<file path="config.mk">
export PLATFORM = sky130hd
export DESIGN_NAME = tnvf_div
export DESIGN_NICKNAME = d
export VERILOG_FILES = /design/src/rtl/tet_negative_volume_fraction_core_assert.svh /design/src/rtl/tnvf_div.sv
export SDC_FILE = /design/constraint.sdc
export NUM_CORES = 2
export LEC_CHECK = 0
export ABC_AREA = 0
export ABC_CLOCK_PERIOD_IN_PS = 4700
export BUFFER_PORTS_ARGS = -buffer_cell sky130_fd_sc_hd__buf_2
export CAP_MARGIN = 25
export CORE_ASPECT_RATIO = 1.2
export CORE_MARGIN = 3
export CORE_UTILIZATION = 55
export DETAILED_ROUTE_END_ITERATION = 6
export PLACE_DENSITY = 0.81
export SYNTH_ARGS = -nofsm -noshare
export SYNTH_HDL_FRONTEND = slang
export SYNTH_SLANG_ARGS = --single-unit
export TNS_END_PERCENT = 50
</file>
<file path="constraint.sdc">
create_clock -name aclk -period 4.7 [get_ports aclk]
set_input_delay 1.175 -clock aclk [delete_from_list [all_inputs] [get_ports aclk]]
set_output_delay 1.175 -clock aclk [all_outputs]
set_load 0.005 [all_outputs]
</file>
<file path="src/rtl/tet_negative_volume_fraction_core_assert.svh">
// Assertion macros shared by the volume fraction pipeline modules.
`ifndef TET_NEGATIVE_VOLUME_FRACTION_CORE_ASSERT_SVH
`define TET_NEGATIVE_VOLUME_FRACTION_CORE_ASSERT_SVH

// Checked while reset is released.
`define TNVF_ASSERT(label, clk, rstn, prop, msg) \
    label: assert property (@(posedge clk) disable iff (!rstn) prop) else $error(msg);

// Checked on every rising clock edge, reset included.
`define TNVF_ASSERT_ALWAYS(label, clk, prop, msg) \
    label: assert property (@(posedge clk) prop) else $error(msg);

`endif

</file>
<file path="src/rtl/tnvf_div.sv">
// Pipelined restoring divider: one quotient bit per stage.
module tnvf_div #(
    parameter int VALUE_WIDTH   = 16,
    parameter int FRACTION_BITS = 16
) (
    input  logic                          aclk,
    input  logic                          aresetn,
    input  logic                          en,
    input  logic                          in_valid,
    input  logic [4*VALUE_WIDTH+3:0]      in_num,
    input  logic [4*VALUE_WIDTH+3:0]      in_den,
    input  logic                          in_sat,
    output logic                          out_valid,
    output logic [FRACTION_BITS:0]        out_frac
);
    localparam int NW = 4 * VALUE_WIDTH + 4;
    localparam int F  = FRACTION_BITS;

    logic [NW-1:0] rem_reg [F];
    logic [NW-1:0] den_reg [F];
    logic [F-1:0]  quo_reg [F];
    logic          sat_reg [F];
    logic          vld_reg [F];

    logic [NW-1:0] rem_in [F];
    logic [NW-1:0] den_in [F];
    logic [F-1:0]  quo_in [F];
    logic          sat_in [F];
    logic          vld_in [F];

    // Stage inputs come from the previous stage or from the ports.
    always_comb begin
        rem_in[0] = in_num;
        den_in[0] = in_den;
        quo_in[0] = '0;
        sat_in[0] = in_sat;
        vld_in[0] = in_valid;
        for (int k = 1; k < F; k++) begin
            rem_in[k] = rem_reg[k-1];
            den_in[k] = den_reg[k-1];
            quo_in[k] = quo_reg[k-1];
            sat_in[k] = sat_reg[k-1];
            vld_in[k] = vld_reg[k-1];
        end
    end

    // Each stage doubles the remainder and subtracts the divisor when it fits.
    for (genvar k = 0; k < F; k++) begin : g_stage
        logic [NW:0]   dbl;
        logic          fits;
        logic [NW:0]   diff;
        logic [NW-1:0] rem_next;
        logic [F-1:0]  quo_next;

        always_comb begin
            dbl      = {rem_in[k], 1'b0};
            fits     = (dbl >= {1'b0, den_in[k]});
            diff     = dbl - {1'b0, den_in[k]};
            rem_next = fits ? diff[NW-1:0] : dbl[NW-1:0];
            quo_next = {quo_in[k][F-2:0], fits};
        end

        always_ff @(posedge aclk) begin
            if (!aresetn) begin
                vld_reg[k] <= 1'b0;
            end else if (en) begin
                vld_reg[k] <= vld_in[k];
            end
            if (en) begin
                rem_reg[k] <= rem_next;
                den_reg[k] <= den_in[k];
                quo_reg[k] <= quo_next;
                sat_reg[k] <= sat_in[k];
            end
        end
    end

    // A whole-cell item reads as exactly one.
    assign out_valid = vld_reg[F-1];
    assign out_frac  = sat_reg[F-1] ? {1'b1, {F{1'b0}}} : {1'b0, quo_reg[F-1]};

endmodule

</file>
==> reports/metrics.cfg <==
[status]
outcome=finished with violations
failed_checks=DRC

[synth]
ys_seq_area_share_pct=47.0
ys_types=110
async_flop_share_pct=0
netlist_area_sq_um=141000
yosys-top-cells-area=edfxtp_1, ha_1, a21oi_1
synth.avg_cell_area_sq_um=9.96
synth_cells=14200
syn_nets=15400
ys_top_cells_by_count=edfxtp_1, a21oi_1, inv_1
yosysMostFrequentCell=edfxtp_1
synth_ff_type=edfxtp_1
yosysWarnings=0
synth_edf_count=2207
synth_area_leader_cell=edfxtp_1
ys_ff_latch=2208
synth_top_area_share_pct=47.0

[drt]
dr_wl_met3_um=10500
wl_um=360000
dr_wl_met2_um=189000
drc=6
drtPass1Iterations=7
topRoutingLayerUsed=met4
avgRoutedWirePerCell_um=19.4
final_antenna_net_count=0
vias=106000
wl_met1_um=128000
vias_per_cell=5.71
drt-initial-drc-count=6030

[setup_path]
setup.worst_path.end_class=flop
worst_ep_arrival_time_ns=5.25
crit_type=flop to flop
cp_data_required_time_ns=5.35
critPathLaunchType=flop
cp_max_fo=43

[global_route]
grt_use_total_pct=26.9
overflow=0
grt_max_degree=114
grt_antenna_before_repair=7
grt_pass1_vias=108000
grt_pass1_wl_um=561000

[timing]
clock.fmax_mhz=217
post-route-period-util_pct=97.9
timing.hold.ws_ns=0.407
report.final.hold_viol_count=0
slew_viol_final=0
min_period_ns=4.60
fin_ws_ns=0.101
setup_viol=0
slew_headroom_pct=40.3
tightest_slew_ns=0.889
setup-tns-final_ns=0
finalClockSkew_ns=0.0472
rsz0062_at_grt=no

[die]
core_area_sq_um=255000
die-area_sq_um=263000
io_pins=159
initial_core_util_pct=55.3
fp.dieH_um=561
die_w_um=468
rows=203

[placement]
portBuffers=158
post-dp-hpwl_um=292000
placed_area_sq_um=152000
globalplace.congestion=0.979
place_inst=18100
pre_cts_ws_ns=-0.427

[layout]
fin_cells=18500
syn2layout_area_growth_pct=13.2
fin_util_pct=62.6
drive_above_1_share_pct=12.2
nFillCells=21200
layout.nets=16200
final_area_sq_um=160000

[hold_path]
worstHoldPathType=flop to flop

[clock_network]
postCtsHoldBufs=0
clock_sinks=2208
cts_buffers=234
cts_buffer_depth=4
clk_pin_slew_worst_paths_ns=0.06
cts_root_buf=clkbuf_16
clock_latency_ns=0.89
tritoncts=yes
htree_levels=4

[power]
ir_drop_v=0.000405
power_mw=111
power_density_nw_per_um2=696
leakagePower_nw=68.0

[job]
drv_cap=0

cell usage in the layout, fill, tap and decap left out, types with 58 or more instances in the layout:
cell       instances
edfxtp_1        2207
a21oi_1         1548
inv_1           1400
nand2_1         1184
ha_1            1086
nor2_1           947
o21ai_0          946
buf_4            908
a21o_1           683
xnor2_1          577
xor2_1           373
nand4_1          317
clkbuf_16        237
mux2_2           227
o21bai_1         209
nand3_1          207
buf_2            157
nor2b_1          149
nor3_1           132
a31oi_1          108
and3_1           106
nand2b_1          99
o21a_1            96
o31ai_1           75
a211oi_1          75
buf_12            65
nor4_1            59
o21ai_1           58
worst paths after layout:
| check | start | end | slack [ns] | cells after the start |
|---|---|---|---|---|
| setup reg to reg | den_reg[1][137] | rem_reg[1][266] | 0.10 | 18 |
| hold reg to reg | quo_reg[1][49] | quo_reg[1][66] | 0.41 | 0 |
| setup / recovery | den_reg[1][137] | rem_reg[1][266] | 0.10 | 18 |
| hold / removal | quo_reg[1][49] | quo_reg[1][66] | 0.41 | 0 |
timing repair:
| action | 4_1_cts | 5_1_grt |
|---|---|---|
| endpoints found under the setup margin | 0 | 49 |
| buffers inserted | 0 | 1 |
| gates resized for setup | 0 | 18 |
area by class of cell:
type                            count  area, sq um  share of cell area (%)
Timing Repair Buffer             1130         8900                    5.58
Inverter                         1401         5260                    3.30
Tap cell                         3382         4230                    2.65
Multi-Input combinational cell   9980        67300                    42.2
Clock buffer                      269         6050                    3.79
Sequential cell                  2208        66300                    41.5
Clock inverter                    156         1530                   0.956
Antenna cell                        5         12.5                 0.00784
per-layer routing:
layer  vias to the layer above  global-route usage, %
li1                      53000                      -
met1                     49100                   26.5
met2                      2529                   51.5
met3                      1171                   2.39
met4                         0                   20.5
met5                         -                      0
kinds of logic after synthesis:
family | share of synthesized area [%]
mux | 2.06
simple gates | 11.2
compound gates | 18.5
xor+xnor | 5.90
fa+ha+maj | 9.86
buf+inv | 5.44
flops | 47.0
critical path: stages (launching register included):
cell and delay (ns):
edfxtp_1 0.42, inv_1 0.06, ha_1 0.29, nor2b_1 0.16
o31ai_1 0.11, a21oi_1 0.25, a21oi_1 0.20, o21ai_1 0.48
a21oi_1 0.13, buf_4 0.18, o21ai_1 0.44, a21bo_2 0.25
a31oi_2 0.13, o21ai_1 0.16, buf_4 0.19, a21oi_4 0.08
buf_12 0.18, buf_12 0.17, o41ai_1 0.48
power by group:
group,internal [mW],switching (mW)
sequential,30.0,3.02
clock,10.7,7.52
combinational,25.9,34.0
total,66.6,44.5
Power figures use the tool's default switching activity.
