[src/rtl/tet_negative_volume_fraction_core_assert.svh]
// Assertion macros shared by the volume fraction pipeline modules.
`ifndef TET_NEGATIVE_VOLUME_FRACTION_CORE_ASSERT_SVH
`define TET_NEGATIVE_VOLUME_FRACTION_CORE_ASSERT_SVH

// Checked while reset is released.
`define TNVF_ASSERT(label, clk, rstn, prop, msg) \
    label: assert property (@(posedge clk) disable iff (!rstn) prop) else $error(msg);

// Checked on every rising clock edge, reset included.
`define TNVF_ASSERT_ALWAYS(label, clk, prop, msg) \
    label: assert property (@(posedge clk) prop) else $error(msg);

`endif

[src/rtl/tnvf_pkg.sv]
// Shared types and constants of the tetrahedron volume fraction core.
package tnvf_pkg;

    // Width of one corner value field on the input stream.
    localparam int IN_FIELD_W = 16;
    // Width of the packed input transaction.
    localparam int S_TDATA_W  = 4 * IN_FIELD_W;

    // Which corners lie on the negative side after sorting.
    typedef enum logic [2:0] {
        CASE_ALL_IN,
        CASE_ALL_OUT,
        CASE_THREE_IN,
        CASE_TWO_IN,
        CASE_ONE_IN
    } case_t;

endpackage

[src/rtl/tnvf_sort.sv]
// First pipeline stage: signed field read, four-value sorting network and case pick.
module tnvf_sort #(
    parameter int VALUE_WIDTH = 16
) (
    input  logic                              aclk,
    input  logic                              aresetn,
    input  logic                              en,
    input  logic                              in_valid,
    input  logic [tnvf_pkg::S_TDATA_W-1:0]    in_data,
    output logic                              out_valid,
    output logic signed [VALUE_WIDTH-1:0]     out_p [4],
    output tnvf_pkg::case_t                   out_case
);
    import tnvf_pkg::*;

    logic signed [VALUE_WIDTH-1:0] raw [4];
    logic signed [VALUE_WIDTH-1:0] lay1 [4];
    logic signed [VALUE_WIDTH-1:0] lay2 [4];
    logic signed [VALUE_WIDTH-1:0] p_next [4];
    logic signed [VALUE_WIDTH-1:0] p_reg [4];
    case_t                         case_next;
    case_t                         case_reg;
    logic                          valid_reg;

    // Keep the low bits of each field; they are read as two's complement.
    always_comb begin
        for (int i = 0; i < 4; i++) begin
            raw[i] = signed'(VALUE_WIDTH'(in_data[i*IN_FIELD_W +: IN_FIELD_W]));
        end
    end

    // Three layers of compare-and-swap give ascending order.
    always_comb begin
        lay1[0] = (raw[0] > raw[1]) ? raw[1] : raw[0];
        lay1[1] = (raw[0] > raw[1]) ? raw[0] : raw[1];
        lay1[2] = (raw[2] > raw[3]) ? raw[3] : raw[2];
        lay1[3] = (raw[2] > raw[3]) ? raw[2] : raw[3];
        lay2[0] = (lay1[0] > lay1[2]) ? lay1[2] : lay1[0];
        lay2[2] = (lay1[0] > lay1[2]) ? lay1[0] : lay1[2];
        lay2[1] = (lay1[1] > lay1[3]) ? lay1[3] : lay1[1];
        lay2[3] = (lay1[1] > lay1[3]) ? lay1[1] : lay1[3];
        p_next[0] = lay2[0];
        p_next[3] = lay2[3];
        p_next[1] = (lay2[1] > lay2[2]) ? lay2[2] : lay2[1];
        p_next[2] = (lay2[1] > lay2[2]) ? lay2[1] : lay2[2];
    end

    // A zero corner counts as negative when the case is picked.
    always_comb begin
        if (p_next[3] <= 0) begin
            case_next = CASE_ALL_IN;
        end else if (p_next[0] > 0) begin
            case_next = CASE_ALL_OUT;
        end else if (p_next[2] <= 0) begin
            case_next = CASE_THREE_IN;
        end else if (p_next[1] <= 0) begin
            case_next = CASE_TWO_IN;
        end else begin
            case_next = CASE_ONE_IN;
        end
    end

    // Stage register.
    always_ff @(posedge aclk) begin
        if (!aresetn) begin
            valid_reg <= 1'b0;
        end else if (en) begin
            valid_reg <= in_valid;
        end
        if (en) begin
            p_reg    <= p_next;
            case_reg <= case_next;
        end
    end

    assign out_valid = valid_reg;
    assign out_p     = p_reg;
    assign out_case  = case_reg;

endmodule

[config.mk]
export PLATFORM = sky130hd
export DESIGN_NAME = tnvf_sort
export DESIGN_NICKNAME = d
export VERILOG_FILES = /design/src/rtl/tet_negative_volume_fraction_core_assert.svh /design/src/rtl/tnvf_pkg.sv /design/src/rtl/tnvf_sort.sv
export SDC_FILE = /design/constraint.sdc
export NUM_CORES = 1
export LEC_CHECK = 0
export BUFFER_PORTS_ARGS = -buffer_cell sky130_fd_sc_hd__buf_2
export CELL_PAD_IN_SITES_DETAIL_PLACEMENT = 0
export CELL_PAD_IN_SITES_GLOBAL_PLACEMENT = 2
export CORE_UTILIZATION = 37
export CTS_BUF_LIST = sky130_fd_sc_hd__clkbuf_4 sky130_fd_sc_hd__clkbuf_8
export CTS_CLUSTER_SIZE = 28
export DETAILED_ROUTE_END_ITERATION = 8
export PLACE_DENSITY_LB_ADDON = 0.1
export SETUP_SLACK_MARGIN = 0.5
export SLEW_MARGIN = 20
export SYNTH_ARGS = -nofsm -noshare
export SYNTH_HDL_FRONTEND = slang
export SYNTH_SLANG_ARGS = --single-unit
[constraint.sdc]
create_clock -name aclk -period 12.9 [get_ports aclk]
set_clock_uncertainty 0.15 [all_clocks]
set_input_delay 0.645 -clock aclk [delete_from_list [all_inputs] [get_ports aclk]]
set_output_delay 0.645 -clock aclk [all_outputs]
set_load 0.05 [all_outputs]
==> results.md <==
- Clock Tree Buf Depth: 2
- Max H-tree Level: 3
- Layout cells sized above 1: between 20% and 30%
- Post-DP HPWL: 19,160 µm
- Initial DRC count: around 440
- Vias in the first global route: between 6k and 7k
- Yosys warnings: 0
- Global-route wire length before repair: 35,510 µm
- Total leakage power: around 3.6 nW
- Fmax: ~0.093 GHz
- Worst Hold Class: primary input to flip-flop
- Antenna violations before repair: 0
- Post-synth cell types: 75
- Pre-CTS setup slack: just under 2000 ps
- Worst reg2reg path endpoint: out_valid
- Dominant synthesized flop cell: edfxtp_1
- Critical Path Sink Type: flip-flop
- Worst slew pin tran: 1082 ps
- WP data required: roughly 13,000 ps
- Slowest cell on crit path: mux2i_1
- Setup bufs post-CTS: 0
- Status: complete, no violations
- DR vias/cell: 5.763
- Clk Latency, worst-skew pair: around 350 ps
- IO Port Bufs: approximately 140
- Commonest cells in the netlist: inv_1, ha_1, a21oi_1
- Total Neg Setup Slack: 0 ps
- RSZ-0062 raised after global routing: false
- Min Tclk post-route: 10,790 ps
- FF-to-FF path depth: 2
- Post-CTS Hold Buffers: 0
- FILL cells: 1,817
- Most common cell in the netlist: inv_1
- GP Congestion: roughly 0.94
- Post-synth design cell area: ~6800 µm²
- Cells after synthesis: slightly below 800
- Chip height: ~140 µm
- Final WS setup: 2105 ps
- Routed len/inst: between 20 and 25 µm
- Synth area leader: edfxtp_1
- CP startpoint kind: primary input
- Cells after DPL: roughly 1.1k
- Register area: around 2000 µm²
- Final hold violation count: 0
- Ports: between 100 and 150
- Largest cells by area after synthesis: edfxtp_1, ha_1, a21oi_1
- Antenna-violating nets left: 0
- Initial Util: 37.79%
- Total track usage: between 20% and 30%
- Clock transition at path regs: ~70 ps
- Hold Crit Endpoint: out_valid
- Max FO, Critical Path: 24
- Final wirelength: 23,440 µm
- Tot Pwr: between 1.5 and 2 mW
- Post-layout util: between 40% and 50%
- Ys async rst share: 0%
- DRT Pass-1 Iters: 5
- Setup slack, reg-to-reg: 12,160 ps
- Sequential area share after synthesis: 29.94%
- RR Startpoint: out_valid
- DRC violations left: 0
- Die area: around 19,000 µm²
- Worst relative slew slack: about a quarter
- Syn Area/Cell: between 8 and 9 µm²
- Crit share post-route: between 80 and 90%
- Peak VDD IR: ~170 µV
- Inserted Diodes: 0
- Area Overhead vs Synth: 16.87%
- Pin count of the biggest net entering global routing: just under 70
- Die width: approximately 140 µm
- CTS Buf Count: 9
- Core Footprint: ~18,000 µm²
- Critical Path Max Stage Delay: around 930 ps
- Nets: roughly 1.1k
- Synth Register Bits: 68
- CTS tree: done
- Number of flops mapped to enable cells by yosys: 67
- Multi-input gate area: approximately 4300 µm²
- Fin cells: about 1.1k
- Root buf cell: clkbuf_8
- Syn Nets: 927
- Cell Rows: 49
- Slew Viols, Final: 0
- Critical path arrival: ~11,000 ps
- Crit path top cell by count: ha_1
- Post-CTS resize count: 0
- Worst Path Class, Setup: primary input to flip-flop
- Hold wc startpoint: aresetn
- Hold Path Stages: 2
- Finish-stage setup viols: 0
- Clock sink total: approximately 70
- Synth top area share: a little under 30%
- Total gr overflow: 0
- Via Count: 6,576
- Max-cap violations: 0
- PD cells: about 240 nW/µm²
-- routing by layer --
layer / vias up / GRT usage [%] / wire length, µm
li1: 3185 / - / -
met3: 36 / 3.900 / 1388
met5: - / 0 / 0
met4: 0 / 10.32 / 732
met1: 3093 / 33.41 / 10510
met2: 262 / 41.82 / 10820
-- kinds of logic (layout without fill, tap and decap cells) --
kind of cell               count (synthesis)  count (layout)  share of synthesized area (%)
muxes                                     44              44                          6.802
DFF                                       68              68                          29.94
and+or+nand+nor                          235             235                          17.64
buffers and inverters                    116             246                          7.152
adders and majority gates                 78              78                          14.36
xor gates and xnor gates                   1               1                         0.1291
AOI/OAI and AO/OA                        240             240                          23.98
-- cell type report --
cell class	count	share of cell area, %
Timing Repair Buffer	145	9.464
Clock inverter	5	1.356
Clock buffer	11	1.909
Inverter	85	4.022
Sequential cell	68	25.62
Multi-Input combinational cell	598	54.02
Tap cell	229	3.612
-- through the flow --
step                cell area [µm²]  hold WS (ps)
finish                         7933         361.8
global route                   7933         353.7
CTS                            7933         353.6
detailed placement             7674         364.9
global placement               7671         339.4
floorplan                      6788         592.9
-- critical path: cells and delay by family --
kind                       cells  cell delay, ps
and+or+nand+nor                7            1580
AOI/OAI and AO/OA             18            4670
muxes                          2            1590
buffers and inverters          5            1020
adders and majority gates      3            1230
-- state kept, by name, indices dropped and copies added (netlist names) --
register / count
out_p: 64
out_case: 3
out_valid: 1
-- cells in the final DEF (no fill, tap or decap), types with 5 or more instances in the layout --
cell       synthesis  final
a31oi_1           24     24
a2bb2oi_1         16     16
o21a_1             5      5
a211oi_1           5      5
o21ai_0           35     35
nor2b_1            8      8
a22oi_1            6      6
inv_1             85     85
nor4_1            12     12
nand4_1           26     26
ha_1              77     77
mux2_2            14     14
or3_1              5      5
buf_2             10    135
nor4_2             5      5
o211ai_1           5      5
nand2_1           61     61
mux2i_1           29     28
edfxtp_1          67     67
clkbuf_8           0     11
buf_4              2     10
o21ai_1            5      5
nor3_1             9      9
nand3_1           14     14
a21o_1            21     21
nor2_1            70     69
a21oi_1           72     72
a22o_1             8      8
-- report_power, final --
part           internal, mW  switching (mW)  total, mW
combinational         0.368           0.895       1.26
sequential            0.375          0.0169      0.391
clock                 0.140          0.0834      0.223
-- worst max-delay path by stage --
| stage | from | to | slack (ps) |
|---|---|---|---|
| detailed placement | in_data[63] | out_case[2] | 1960 |
| global route | in_data[63] | out_case[2] | 1440 |
| floorplan | in_data[31] | out_case[2] | 4260 |
| global placement | in_data[63] | out_case[2] | 2130 |
| finish | in_data[63] | out_case[2] | 2110 |
| CTS | in_data[63] | out_case[2] | 2290 |
Power figures use the tool's default switching activity.
